### config.mk
export PLATFORM = sky130hd
export DESIGN_NAME = rotated_ellipse_mask_fill
export DESIGN_NICKNAME = d
export VERILOG_FILES = /design/src/remf_pkg.sv /design/src/remf_regs.sv /design/src/remf_ctrl.sv /design/src/remf_datapath.sv /design/src/rotated_ellipse_mask_fill.sv
export SDC_FILE = /design/constraint.sdc
export NUM_CORES = 2
export LEC_CHECK = 0
export BUFFER_PORTS_ARGS = -buffer_cell sky130_fd_sc_hd__buf_4
export CORE_MARGIN = 3
export CORE_UTILIZATION = 60
export DETAILED_ROUTE_END_ITERATION = 12
export GPL_ROUTABILITY_DRIVEN = 0
export PLACE_DENSITY = 0.78
export SKIP_LAST_GASP = 1
export SLEW_MARGIN = 20
export SYNTH_ARGS = -nofsm -noshare
export SYNTH_HDL_FRONTEND = slang
export SYNTH_HIERARCHICAL = 1
export SYNTH_SLANG_ARGS = --single-unit
### constraint.sdc
create_clock -name clock -period 12.3 [get_ports clock]
set_input_delay 0.615 -clock clock [delete_from_list [all_inputs] [get_ports clock]]
set_output_delay 0.615 -clock clock [all_outputs]
set_load 0.01 [all_outputs]
### src/remf_pkg.sv
// Types, constants and register codes of the rotated ellipse mask fill block.
package remf_pkg;

   // parameter defaults
   localparam int DEF_MAX_WIDTH  = 4096;
   localparam int DEF_MAX_HEIGHT = 4096;
   localparam int DEF_PIXEL_BITS = 16;

   // register field widths
   localparam int WIDTH_REG_W = 13;
   localparam int CENTER_W    = 17;
   localparam int TRIG_W      = 16;
   localparam int INV_W       = 32;
   localparam int FILL_W      = 16;
   localparam int CSR_DATA_W  = 32;
   localparam int CSR_INDEX_W = 3;

   // register reset values
   localparam int          RESET_IMAGE_WIDTH = 640;
   localparam int          RESET_COS         = 32767;
   localparam logic [31:0] RESET_INV         = 32'h4000_0000;

   // fixed point
   localparam int POS_FRAC    = 4;      // pixel position Q.4
   localparam int ROUND_BIAS  = 1024;   // half of Q.19 -> Q.8 step
   localparam int ROUND_SHIFT = 11;     // Q.19 -> Q.8
   localparam int FRAC_SHIFT  = 30;     // Q2.30 weight
   localparam int HI_SPLIT    = 32;     // square split into low and high words
   localparam int HI_ALIGN    = 2;      // high word weight: 2^32 >> 30
   localparam int ONE_Q16     = 65536;  // 1.0 in Q.16

   // register indexes
   localparam logic [CSR_INDEX_W-1:0] REG_IMAGE_WIDTH   = 3'd0;
   localparam logic [CSR_INDEX_W-1:0] REG_CENTER_X      = 3'd1;
   localparam logic [CSR_INDEX_W-1:0] REG_CENTER_Y      = 3'd2;
   localparam logic [CSR_INDEX_W-1:0] REG_COS_ANGLE     = 3'd3;
   localparam logic [CSR_INDEX_W-1:0] REG_NEG_SIN_ANGLE = 3'd4;
   localparam logic [CSR_INDEX_W-1:0] REG_INV_MAJOR_SQ  = 3'd5;
   localparam logic [CSR_INDEX_W-1:0] REG_INV_MINOR_SQ  = 3'd6;
   localparam logic [CSR_INDEX_W-1:0] REG_FILL_VALUE    = 3'd7;

   // multiplier operand selection
   typedef enum logic [3:0] {
      MUL_NONE,
      MUL_CS_DX,
      MUL_SN_DY,
      MUL_CS_DY,
      MUL_SN_DX,
      MUL_MX_MX,
      MUL_MY_MY,
      MUL_XLO_MAJ,
      MUL_XHI_MAJ,
      MUL_YLO_MIN,
      MUL_YHI_MIN
   } mul_sel_type;

   // what is done with the product of the previous cycle
   typedef enum logic [3:0] {
      POST_NONE,
      POST_ACC_SET,
      POST_XI,
      POST_ETA,
      POST_MXSQ,
      POST_MYSQ,
      POST_SUM_LO_SET,
      POST_SUM_LO_ADD,
      POST_SUM_HI_ADD
   } post_op_type;

   // controller to datapath command
   typedef struct packed {
      logic        capture;
      mul_sel_type mul_sel;
      post_op_type post_op;
      logic        out_load;
   } remf_cmd_type;

   // configuration registers
   typedef struct packed {
      logic        [WIDTH_REG_W-1:0] image_width;
      logic signed [CENTER_W-1:0]    center_x;
      logic signed [CENTER_W-1:0]    center_y;
      logic signed [TRIG_W-1:0]      cos_angle;
      logic signed [TRIG_W-1:0]      neg_sin_angle;
      logic        [INV_W-1:0]       inv_major_sq;
      logic        [INV_W-1:0]       inv_minor_sq;
      logic        [FILL_W-1:0]      fill_value;
   } remf_cfg_type;

endpackage

### src/remf_regs.sv
// Configuration register bank of the rotated ellipse mask fill block.
module remf_regs
   import remf_pkg::*;
(
   input  logic                   clock,
   input  logic                   reset,
   input  logic                   csr_write_en,
   input  logic [CSR_INDEX_W-1:0] csr_index,
   input  logic [CSR_DATA_W-1:0]  csr_write_data,
   output remf_cfg_type           cfg
);

   remf_cfg_type cfg_ff;
   remf_cfg_type cfg_in;

   // register write decode
   always_comb begin
      cfg_in = cfg_ff;
      if (csr_write_en) begin
         unique case (csr_index)
            REG_IMAGE_WIDTH:   cfg_in.image_width   = csr_write_data[WIDTH_REG_W-1:0];
            REG_CENTER_X:      cfg_in.center_x      = csr_write_data[CENTER_W-1:0];
            REG_CENTER_Y:      cfg_in.center_y      = csr_write_data[CENTER_W-1:0];
            REG_COS_ANGLE:     cfg_in.cos_angle     = csr_write_data[TRIG_W-1:0];
            REG_NEG_SIN_ANGLE: cfg_in.neg_sin_angle = csr_write_data[TRIG_W-1:0];
            REG_INV_MAJOR_SQ:  cfg_in.inv_major_sq  = csr_write_data[INV_W-1:0];
            REG_INV_MINOR_SQ:  cfg_in.inv_minor_sq  = csr_write_data[INV_W-1:0];
            REG_FILL_VALUE:    cfg_in.fill_value    = csr_write_data[FILL_W-1:0];
            default: begin
            end
         endcase
      end
   end

   always_ff @(posedge clock) begin
      if (reset) begin
         cfg_ff.image_width   <= WIDTH_REG_W'(RESET_IMAGE_WIDTH);
         cfg_ff.center_x      <= '0;
         cfg_ff.center_y      <= '0;
         cfg_ff.cos_angle     <= TRIG_W'(RESET_COS);
         cfg_ff.neg_sin_angle <= '0;
         cfg_ff.inv_major_sq  <= RESET_INV;
         cfg_ff.inv_minor_sq  <= RESET_INV;
         cfg_ff.fill_value    <= '0;
      end else begin
         cfg_ff <= cfg_in;
      end
   end

   assign cfg = cfg_ff;

endmodule

### src/remf_ctrl.sv
// Sequencer of the rotated ellipse mask fill block: steps the shared multiplier schedule.
module remf_ctrl
   import remf_pkg::*;
(
   input  logic         clock,
   input  logic         reset,
   input  logic         req_valid,
   output logic         req_stall,
   output logic         rsp_valid,
   input  logic         rsp_stall,
   output remf_cmd_type cmd
);

   localparam logic [3:0] ST_IDLE    = 4'd0;
   localparam logic [3:0] ST_CS_DX   = 4'd1;
   localparam logic [3:0] ST_SN_DY   = 4'd2;
   localparam logic [3:0] ST_CS_DY   = 4'd3;
   localparam logic [3:0] ST_SN_DX   = 4'd4;
   localparam logic [3:0] ST_MX_SQ   = 4'd5;
   localparam logic [3:0] ST_MX_HOLD = 4'd6;
   localparam logic [3:0] ST_MY_SQ   = 4'd7;
   localparam logic [3:0] ST_X_LO    = 4'd8;
   localparam logic [3:0] ST_X_HI    = 4'd9;
   localparam logic [3:0] ST_Y_LO    = 4'd10;
   localparam logic [3:0] ST_Y_HI    = 4'd11;
   localparam logic [3:0] ST_SUM_END = 4'd12;
   localparam logic [3:0] ST_FINISH  = 4'd13;

   logic [3:0] state_ff;
   logic [3:0] state_in;
   logic       rsp_valid_ff;
   logic       rsp_valid_in;
   logic       accept;
   logic       slot_free;

   assign req_stall = (state_ff != ST_IDLE);
   assign accept    = req_valid && !req_stall;
   assign slot_free = !rsp_valid_ff || !rsp_stall;

   // schedule: a step issues at most one multiply and may retire the previous product
   always_comb begin
      state_in     = state_ff;
      cmd.capture  = 1'b0;
      cmd.mul_sel  = MUL_NONE;
      cmd.post_op  = POST_NONE;
      cmd.out_load = 1'b0;
      unique case (state_ff)
         ST_IDLE: begin
            cmd.capture = accept;
            if (accept) state_in = ST_CS_DX;
         end
         ST_CS_DX: begin
            cmd.mul_sel = MUL_CS_DX;
            state_in    = ST_SN_DY;
         end
         ST_SN_DY: begin
            cmd.mul_sel = MUL_SN_DY;
            cmd.post_op = POST_ACC_SET;
            state_in    = ST_CS_DY;
         end
         ST_CS_DY: begin
            cmd.mul_sel = MUL_CS_DY;
            cmd.post_op = POST_XI;
            state_in    = ST_SN_DX;
         end
         ST_SN_DX: begin
            cmd.mul_sel = MUL_SN_DX;
            cmd.post_op = POST_ACC_SET;
            state_in    = ST_MX_SQ;
         end
         ST_MX_SQ: begin
            cmd.mul_sel = MUL_MX_MX;
            cmd.post_op = POST_ETA;
            state_in    = ST_MX_HOLD;
         end
         ST_MX_HOLD: begin
            cmd.post_op = POST_MXSQ;
            state_in    = ST_MY_SQ;
         end
         ST_MY_SQ: begin
            cmd.mul_sel = MUL_MY_MY;
            state_in    = ST_X_LO;
         end
         ST_X_LO: begin
            cmd.mul_sel = MUL_XLO_MAJ;
            cmd.post_op = POST_MYSQ;
            state_in    = ST_X_HI;
         end
         ST_X_HI: begin
            cmd.mul_sel = MUL_XHI_MAJ;
            cmd.post_op = POST_SUM_LO_SET;
            state_in    = ST_Y_LO;
         end
         ST_Y_LO: begin
            cmd.mul_sel = MUL_YLO_MIN;
            cmd.post_op = POST_SUM_HI_ADD;
            state_in    = ST_Y_HI;
         end
         ST_Y_HI: begin
            cmd.mul_sel = MUL_YHI_MIN;
            cmd.post_op = POST_SUM_LO_ADD;
            state_in    = ST_SUM_END;
         end
         ST_SUM_END: begin
            cmd.post_op = POST_SUM_HI_ADD;
            state_in    = ST_FINISH;
         end
         ST_FINISH: begin
            // wait here while the output register holds an untaken item
            cmd.out_load = slot_free;
            if (slot_free) state_in = ST_IDLE;
         end
         default: begin
            state_in = ST_IDLE;
         end
      endcase
   end

   // output valid flag
   always_comb begin
      rsp_valid_in = rsp_valid_ff;
      if (cmd.out_load) rsp_valid_in = 1'b1;
      else if (!rsp_stall) rsp_valid_in = 1'b0;
   end

   always_ff @(posedge clock) begin
      if (reset) begin
         state_ff     <= ST_IDLE;
         rsp_valid_ff <= 1'b0;
      end else begin
         state_ff     <= state_in;
         rsp_valid_ff <= rsp_valid_in;
      end
   end

   assign rsp_valid = rsp_valid_ff;

endmodule

### src/remf_datapath.sv
// Datapath of the rotated ellipse mask fill block: counters, shared multiplier, test, output.
module remf_datapath
   import remf_pkg::*;
#(
   parameter int MAX_WIDTH  = DEF_MAX_WIDTH,
   parameter int MAX_HEIGHT = DEF_MAX_HEIGHT,
   parameter int PIXEL_BITS = DEF_PIXEL_BITS
) (
   input  logic                  clock,
   input  logic                  reset,
   input  remf_cmd_type          cmd,
   input  remf_cfg_type          cfg,
   input  logic [PIXEL_BITS-1:0] req_pixel_in,
   input  logic                  req_last_of_frame,
   output logic [PIXEL_BITS-1:0] rsp_pixel_out,
   output logic                  rsp_inside_res,
   output logic                  rsp_frame_end
);

   localparam int CW    = $clog2(MAX_WIDTH);
   localparam int RW    = $clog2(MAX_HEIGHT);
   localparam int PW    = ((CW > RW) ? CW : RW) + POS_FRAC;
   localparam int DW    = (((PW + 1) > CENTER_W) ? (PW + 1) : CENTER_W) + 1;
   localparam int XW    = TRIG_W + DW + 1;
   localparam int MW    = XW - ROUND_SHIFT;
   localparam int SQW   = 2 * MW;
   localparam int HW    = SQW - HI_SPLIT;
   localparam int SUMW  = SQW + HI_ALIGN + 1;
   localparam int MUL_A = (DW > (MW + 1)) ? DW : (MW + 1);
   localparam int MUL_B = (MUL_A > (HW + 1)) ? MUL_A : (HW + 1);
   localparam int MUL_W = (MUL_B > (INV_W + 1)) ? MUL_B : (INV_W + 1);
   localparam int PRW   = 2 * MUL_W;
   localparam int CMPW  = ((WIDTH_REG_W > CW) ? WIDTH_REG_W : CW) + 1;

   // pixel position counters
   logic [CW-1:0]   col_ff, col_in;
   logic [RW-1:0]   row_ff, row_in;
   logic [CMPW-1:0] width_reg, width_max, width_eff, col_next;
   logic [RW:0]     row_next;

   // item registers
   logic signed [DW-1:0]    dx_ff, dy_ff;
   logic [PIXEL_BITS-1:0]   pix_ff;
   logic                    last_ff;

   // arithmetic registers
   logic signed [MUL_W-1:0] mul_a, mul_b;
   logic signed [PRW-1:0]   prod_ff;
   logic signed [XW-1:0]    acc_ff, xi_ff, eta_ff;
   logic [MW-1:0]           mx_ff, my_ff;
   logic [SQW-1:0]          mxsq_ff, mysq_ff;
   logic [SUMW-1:0]         sum_ff, lo_term, hi_term;

   // output register
   logic [PIXEL_BITS-1:0]   pix_out_ff;
   logic                    inside_ff;
   logic                    frame_end_ff;
   logic                    in_ellipse;

   // |v| rounded from Q.19 to Q.8, halves away from zero
   function automatic logic [MW-1:0] round_mag(input logic signed [XW-1:0] v);
      logic [XW:0] biased;
      if (v[XW-1]) biased = {1'b0, ~v} + (XW+1)'(ROUND_BIAS + 1);
      else biased = {1'b0, v} + (XW+1)'(ROUND_BIAS);
      return MW'(biased >> ROUND_SHIFT);
   endfunction

   // effective row width: zero acts as one, clamped to the maximum
   assign width_reg = CMPW'(cfg.image_width);
   assign width_max = CMPW'(MAX_WIDTH);
   assign width_eff = (width_reg == '0) ? CMPW'(1) :
                      ((width_reg > width_max) ? width_max : width_reg);
   assign col_next  = CMPW'(col_ff) + CMPW'(1);
   assign row_next  = (RW+1)'(row_ff) + (RW+1)'(1);

   // counter advance on each accepted item
   always_comb begin
      col_in = col_ff;
      row_in = row_ff;
      if (cmd.capture) begin
         priority if (req_last_of_frame) begin
            col_in = '0;
            row_in = '0;
         end else if (col_next >= width_eff) begin
            col_in = '0;
            if (row_next < (RW+1)'(MAX_HEIGHT)) row_in = row_next[RW-1:0];
         end else begin
            col_in = col_next[CW-1:0];
         end
      end
   end

   always_ff @(posedge clock) begin
      if (reset) begin
         col_ff <= '0;
         row_ff <= '0;
      end else begin
         col_ff <= col_in;
         row_ff <= row_in;
      end
   end

   // capture the item and its offset from the centre
   always_ff @(posedge clock) begin
      if (cmd.capture) begin
         dx_ff   <= DW'($signed({1'b0, col_ff, {POS_FRAC{1'b0}}})) - DW'($signed(cfg.center_x));
         dy_ff   <= DW'($signed({1'b0, row_ff, {POS_FRAC{1'b0}}})) - DW'($signed(cfg.center_y));
         pix_ff  <= req_pixel_in;
         last_ff <= req_last_of_frame;
      end
   end

   // shared multiplier operand select
   always_comb begin
      mul_a = '0;
      mul_b = '0;
      unique case (cmd.mul_sel)
         MUL_CS_DX: begin
            mul_a = MUL_W'($signed(cfg.cos_angle));
            mul_b = MUL_W'(dx_ff);
         end
         MUL_SN_DY: begin
            mul_a = MUL_W'($signed(cfg.neg_sin_angle));
            mul_b = MUL_W'(dy_ff);
         end
         MUL_CS_DY: begin
            mul_a = MUL_W'($signed(cfg.cos_angle));
            mul_b = MUL_W'(dy_ff);
         end
         MUL_SN_DX: begin
            mul_a = MUL_W'($signed(cfg.neg_sin_angle));
            mul_b = MUL_W'(dx_ff);
         end
         MUL_MX_MX: begin
            mul_a = MUL_W'({1'b0, mx_ff});
            mul_b = MUL_W'({1'b0, mx_ff});
         end
         MUL_MY_MY: begin
            mul_a = MUL_W'({1'b0, my_ff});
            mul_b = MUL_W'({1'b0, my_ff});
         end
         MUL_XLO_MAJ: begin
            mul_a = MUL_W'({1'b0, mxsq_ff[HI_SPLIT-1:0]});
            mul_b = MUL_W'({1'b0, cfg.inv_major_sq});
         end
         MUL_XHI_MAJ: begin
            mul_a = MUL_W'({1'b0, mxsq_ff[SQW-1:HI_SPLIT]});
            mul_b = MUL_W'({1'b0, cfg.inv_major_sq});
         end
         MUL_YLO_MIN: begin
            mul_a = MUL_W'({1'b0, mysq_ff[HI_SPLIT-1:0]});
            mul_b = MUL_W'({1'b0, cfg.inv_minor_sq});
         end
         MUL_YHI_MIN: begin
            mul_a = MUL_W'({1'b0, mysq_ff[SQW-1:HI_SPLIT]});
            mul_b = MUL_W'({1'b0, cfg.inv_minor_sq});
         end
         MUL_NONE: begin
         end
         default: begin
         end
      endcase
   end

   // weighted square terms: low word drops 30 fraction bits, high word gains 2
   assign lo_term = SUMW'(prod_ff[PRW-1:FRAC_SHIFT]);
   assign hi_term = SUMW'(prod_ff) << HI_ALIGN;

   always_ff @(posedge clock) begin
      prod_ff <= mul_a * mul_b;
      // rounded magnitudes follow the rotated coordinates in the next cycle
      mx_ff   <= round_mag(xi_ff);
      my_ff   <= round_mag(eta_ff);
      unique case (cmd.post_op)
         POST_ACC_SET:    acc_ff  <= XW'(prod_ff);
         POST_XI:         xi_ff   <= acc_ff + XW'(prod_ff);
         POST_ETA:        eta_ff  <= acc_ff - XW'(prod_ff);
         POST_MXSQ:       mxsq_ff <= SQW'(prod_ff);
         POST_MYSQ:       mysq_ff <= SQW'(prod_ff);
         POST_SUM_LO_SET: sum_ff  <= lo_term;
         POST_SUM_LO_ADD: sum_ff  <= sum_ff + lo_term;
         POST_SUM_HI_ADD: sum_ff  <= sum_ff + hi_term;
         POST_NONE: begin
         end
         default: begin
         end
      endcase
   end

   // inside test and output register
   assign in_ellipse = (sum_ff <= SUMW'(ONE_Q16));

   always_ff @(posedge clock) begin
      if (cmd.out_load) begin
         pix_out_ff   <= in_ellipse ? PIXEL_BITS'(cfg.fill_value) : pix_ff;
         inside_ff    <= in_ellipse;
         frame_end_ff <= last_ff;
      end
   end

   assign rsp_pixel_out  = pix_out_ff;
   assign rsp_inside_res = inside_ff;
   assign rsp_frame_end  = frame_end_ff;

endmodule

### src/rotated_ellipse_mask_fill.sv
// Rotated ellipse mask fill: top level joining register bank, sequencer and datapath.
//
// Pixels enter in raster order on the req_ channel (req_pixel_in, req_last_of_frame) and
// leave on the rsp_ channel (rsp_pixel_out, rsp_inside_res, rsp_frame_end), one result
// item per input item, in order. An item moves when valid is high and stall is low.
// Column and row counters follow the stream; a pixel inside or on the rotated ellipse
// is replaced by the fill value, all others pass through.
// Each item runs through a 12-step schedule on one shared 33x33 signed multiplier
// (rotation products, rounded squares, Q2.30 weighting split in low and high words),
// then a finish step loads the output register. A new item is accepted only once the
// previous item has left the finish step. The input can be accepted while a finished item
// still waits in the output register; a stalled receiver holds the next result in the
// finish step and keeps req_stall high until the output register frees up.
// Reset (synchronous) empties the block, clears the counters and loads the register
// defaults. Configuration writes via csr_ are taken at once and belong in idle time.
module rotated_ellipse_mask_fill
   import remf_pkg::*;
#(
   parameter int MAX_WIDTH  = DEF_MAX_WIDTH,
   parameter int MAX_HEIGHT = DEF_MAX_HEIGHT,
   parameter int PIXEL_BITS = DEF_PIXEL_BITS
) (
   input  logic                   clock,
   input  logic                   reset,
   input  logic                   req_valid,
   output logic                   req_stall,
   input  logic [PIXEL_BITS-1:0]  req_pixel_in,
   input  logic                   req_last_of_frame,
   output logic                   rsp_valid,
   input  logic                   rsp_stall,
   output logic [PIXEL_BITS-1:0]  rsp_pixel_out,
   output logic                   rsp_inside_res,
   output logic                   rsp_frame_end,
   input  logic                   csr_write_en,
   input  logic [CSR_INDEX_W-1:0] csr_index,
   input  logic [CSR_DATA_W-1:0]  csr_write_data
);

   remf_cfg_type cfg;
   remf_cmd_type cmd;

   remf_regs u_regs (
      .clock          (clock),
      .reset          (reset),
      .csr_write_en   (csr_write_en),
      .csr_index      (csr_index),
      .csr_write_data (csr_write_data),
      .cfg            (cfg)
   );

   remf_ctrl u_ctrl (
      .clock     (clock),
      .reset     (reset),
      .req_valid (req_valid),
      .req_stall (req_stall),
      .rsp_valid (rsp_valid),
      .rsp_stall (rsp_stall),
      .cmd       (cmd)
   );

   remf_datapath #(
      .MAX_WIDTH  (MAX_WIDTH),
      .MAX_HEIGHT (MAX_HEIGHT),
      .PIXEL_BITS (PIXEL_BITS)
   ) u_datapath (
      .clock             (clock),
      .reset             (reset),
      .cmd               (cmd),
      .cfg               (cfg),
      .req_pixel_in      (req_pixel_in),
      .req_last_of_frame (req_last_of_frame),
      .rsp_pixel_out     (rsp_pixel_out),
      .rsp_inside_res    (rsp_inside_res),
      .rsp_frame_end     (rsp_frame_end)
   );

endmodule

==> impl_metrics.ini <==
[status]
status = finished, final reports clean

[drt]
drt-wirelength-per-cell_um = 23.73
drt_iter0_drc = 6114
num_vias = 55510
drt_pass1_iterations = 7
wl_um = 214500
antenna_left = 0
drc = 0
vias_per_cell = 6.141

[sta]
finalCriticalPeriod_ns = 11.98
finalMaxSlewViolations = 0
relSlewSlack_pct = 21.62
fmax_ghz = 0.08344
finalClockSkew_ns = 0.02970
worst_slew_pin_slew_ns = 1.176
min_period_over_period_pct = 97.43
timing.hold.ws_ns = 0.1283
finalHoldViolCount = 0
rsz0062_at_grt = yes
setup-violations-final = 0

[worst_setup_path]
crit_fanout = 24
crit_top_cell = fa_1
crit_path_end_kind = flop
critPathRequiredTime_ns = 12.90
critPathLaunchType = flop
crit_type = reg -> reg
arrival_ns = 12.58
critPathSlowestCell = a221oi_2
cpPeakStageDelay_ns = 0.74

[global_route]
use_met2_pct = 53.42
grt_max_degree = 126
grt-ovfl-total = 0
grt_use_met3_pct = 11.88
gr-usage-met1_pct = 45.38
track_usage_pct = 35.74
grt_pass1_vias = 57390
grt_pass1_wl_um = 333100
grt.busiest_layer = met2
antenna_found_initial = 5

[power_and_ir_drop]
p_switching_uw = 5556
vdd_ir_drop_max_mv = 0.1466
power_density_nw_per_um2 = 155.1
p_sw_share_pct = 47.21
p_int_uw = 6214
leakage_uw = 0.03535
clockPowerShare_pct = 16.4
seqPwrFrac_pct = 24.5
pwr-share-comb_pct = 59.1

[placement]
dpl.hpwl_um = 171200
port-buffer-count = 76
dpl_cell_area_um2 = 73790

[die]
initial_core_util_pct = 60.78
dieArea_um2 = 122500
die_y_um = 350.0
core_um2 = 116800
die_w_um = 350.0
pin_count = 77
row_count = 125

[synth]
async_flop_share_pct = 0
synth_cell_types = 86
syn_inst = 7471
ys_seq_elements = 625
synth_ff_type = edfxtp_1
synth_common_cells = inv_1, fa_1, nand2_1
synth-edff-count = 323
syn-num-nets = 9093
synth_area_leaders = fa_1, edfxtp_1, dfxtp_1
synthesis.area_um2 = 71010
yosysTopAreaCellShare_pct = 32.39
ys_warn_count = 6
yosys.area.top_type = fa_1
syn_avg_cell_area_um2 = 9.505
synth_most_common_cell = inv_1
ys_seq_area_share_pct = 22.17

[clock_tree]
htreeDepth = 2
clockBufferDepth = 3
root_buffer = clkbuf_16
path_clk_slew_ns = 0.07
cts_sinks = 625
cts_tree = yes
worstSkewPairLatency_ns = 0.68
cts_hold_repair.buffers = 0
cts_buffers = 61

[worst_hold_path]
min_path_type = in -> reg

[cells_and_area]
multi_input_area_um2 = 49370
final_nets = 9079
area_growth_syn_to_layout_pct = 6.851
seq_area_um2 = 15750
drive_above_1_share_pct = 6.007
fin_area_um2 = 75870
fillers = 8929

[job]
maxCapViolCount = 0
[layout by cell type (no fill, tap or decap), drive strengths merged, types with 55 or more instances in the layout]
cell,instances
a21o,101
a22oi,92
inv,1266
a21oi,268
buf,274
dfxtp,302
nor3,55
nand2b,212
edfxtp,323
o21ai,175
clkbuf,78
mux2i,169
fa,1149
xnor2,188
ha,416
and3,73
xor2,131
nand3,107
nor2,718
nand2,810
[power by group through the flow]
stage	clock network, uW	logic, uW	registers, uW
floorplan	0	4550	2740
CTS	1940	6740	2870
global route	2030	7490	2890
finish	1930	6960	2890
detailed placement	0	6590	2910
global placement	0	6510	2900
[per-stage QoR]
stage                     utilization, %  setup TNS, ns  total power, uW  instances  worst slack (ns)
after global routing               64.93       -0.01260            12400       9032          -0.01260
final                              64.94              0            11770       9039            0.3160
after floorplan                        -              0             7294       7471             2.040
after CTS                          64.90              0            11550       9029            0.4312
after detailed placement           63.16              0             9502       8915            0.5237
after global placement             63.16              0             9415       8915            0.8581
[final timing paths]
check                           from  cells after the start  slack (ns)                        to
setup / recovery  u_ctrl/state_ff[0]                     35        0.32    u_datapath/prod_ff[65]
setup reg to reg  u_ctrl/state_ff[0]                     35        0.32    u_datapath/prod_ff[65]
hold / removal       req_pixel_in[4]                      1        0.13      u_datapath/pix_ff[4]
hold reg to reg   u_datapath/last_ff                      0        0.43  u_datapath/rsp_frame_end
[layer usage]
layer | wire [um] | part of all wire, %
met4 | 16390 | 7.6
met2 | 92270 | 43
met3 | 28080 | 13
met1 | 77670 | 36
met5 | 57 | 0.027
[worst max-delay path: cells and delay by family, from the launching register on]
kind | cells | cell delay [ns]
compound gates | 9 | 3.74
xor+xnor | 1 | 0.14
fa+ha+maj | 10 | 4.90
buf+inv | 7 | 0.91
flops | 1 | 0.49
simple gates | 8 | 1.73
[cell type report]
class	instances	area share, %
Clock buffer	78	2.206
Multi-Input combinational cell	5233	65.06
Tap cell	1524	2.513
Antenna cell	7	0.02309
Sequential cell	625	20.75
Timing Repair Buffer	274	2.728
Clock inverter	36	0.4716
Inverter	1262	6.243
[kinds of logic (layout without fill, tap and decap cells)]
family                     after synthesis  after routing  share of synthesized area (%)
adders and majority gates             1566           1566                          39.74
xor gates and xnor gates               319            319                          3.935
muxes                                  169            169                          2.382
AOI/OAI and AO/OA                      969            969                          9.062
and+or+nand+nor                       2210           2210                          14.04
other                                    0              7                              0
buffers and inverters                 1613           1650                          8.666
DFF                                    625            625                          22.17
[sequential cells by signal, summed over array words and instances, names as in the netlist]
| register | cells |
|---|---|
| u_datapath/mysq_ff | 48 |
| u_datapath/pix_ff | 16 |
| u_datapath/last_ff | 1 |
| u_datapath/mx_ff | 24 |
| u_datapath/rsp_inside_res | 1 |
| u_datapath/acc_ff | 35 |
| u_datapath/dx_ff | 18 |
| u_datapath/rsp_frame_end | 1 |
| u_datapath/sum_ff | 51 |
| u_datapath/col_ff | 12 |
| u_datapath/prod_ff | 66 |
| u_datapath/dy_ff | 18 |
| u_datapath/mxsq_ff | 48 |
| u_regs/cfg | 159 |
| u_datapath/my_ff | 24 |
| u_datapath/row_ff | 12 |
| u_datapath/xi_ff | 35 |
| u_ctrl/state_ff | 4 |
| u_datapath/rsp_pixel_out | 16 |
| u_datapath/eta_ff | 35 |
| u_ctrl/rsp_valid | 1 |
[repair_timing]
item,in CTS,in global routing
endpoints found under the setup margin,0,9
resized for setup,0,2
buffers inserted,0,0
(Power assumes the default switching activity.)
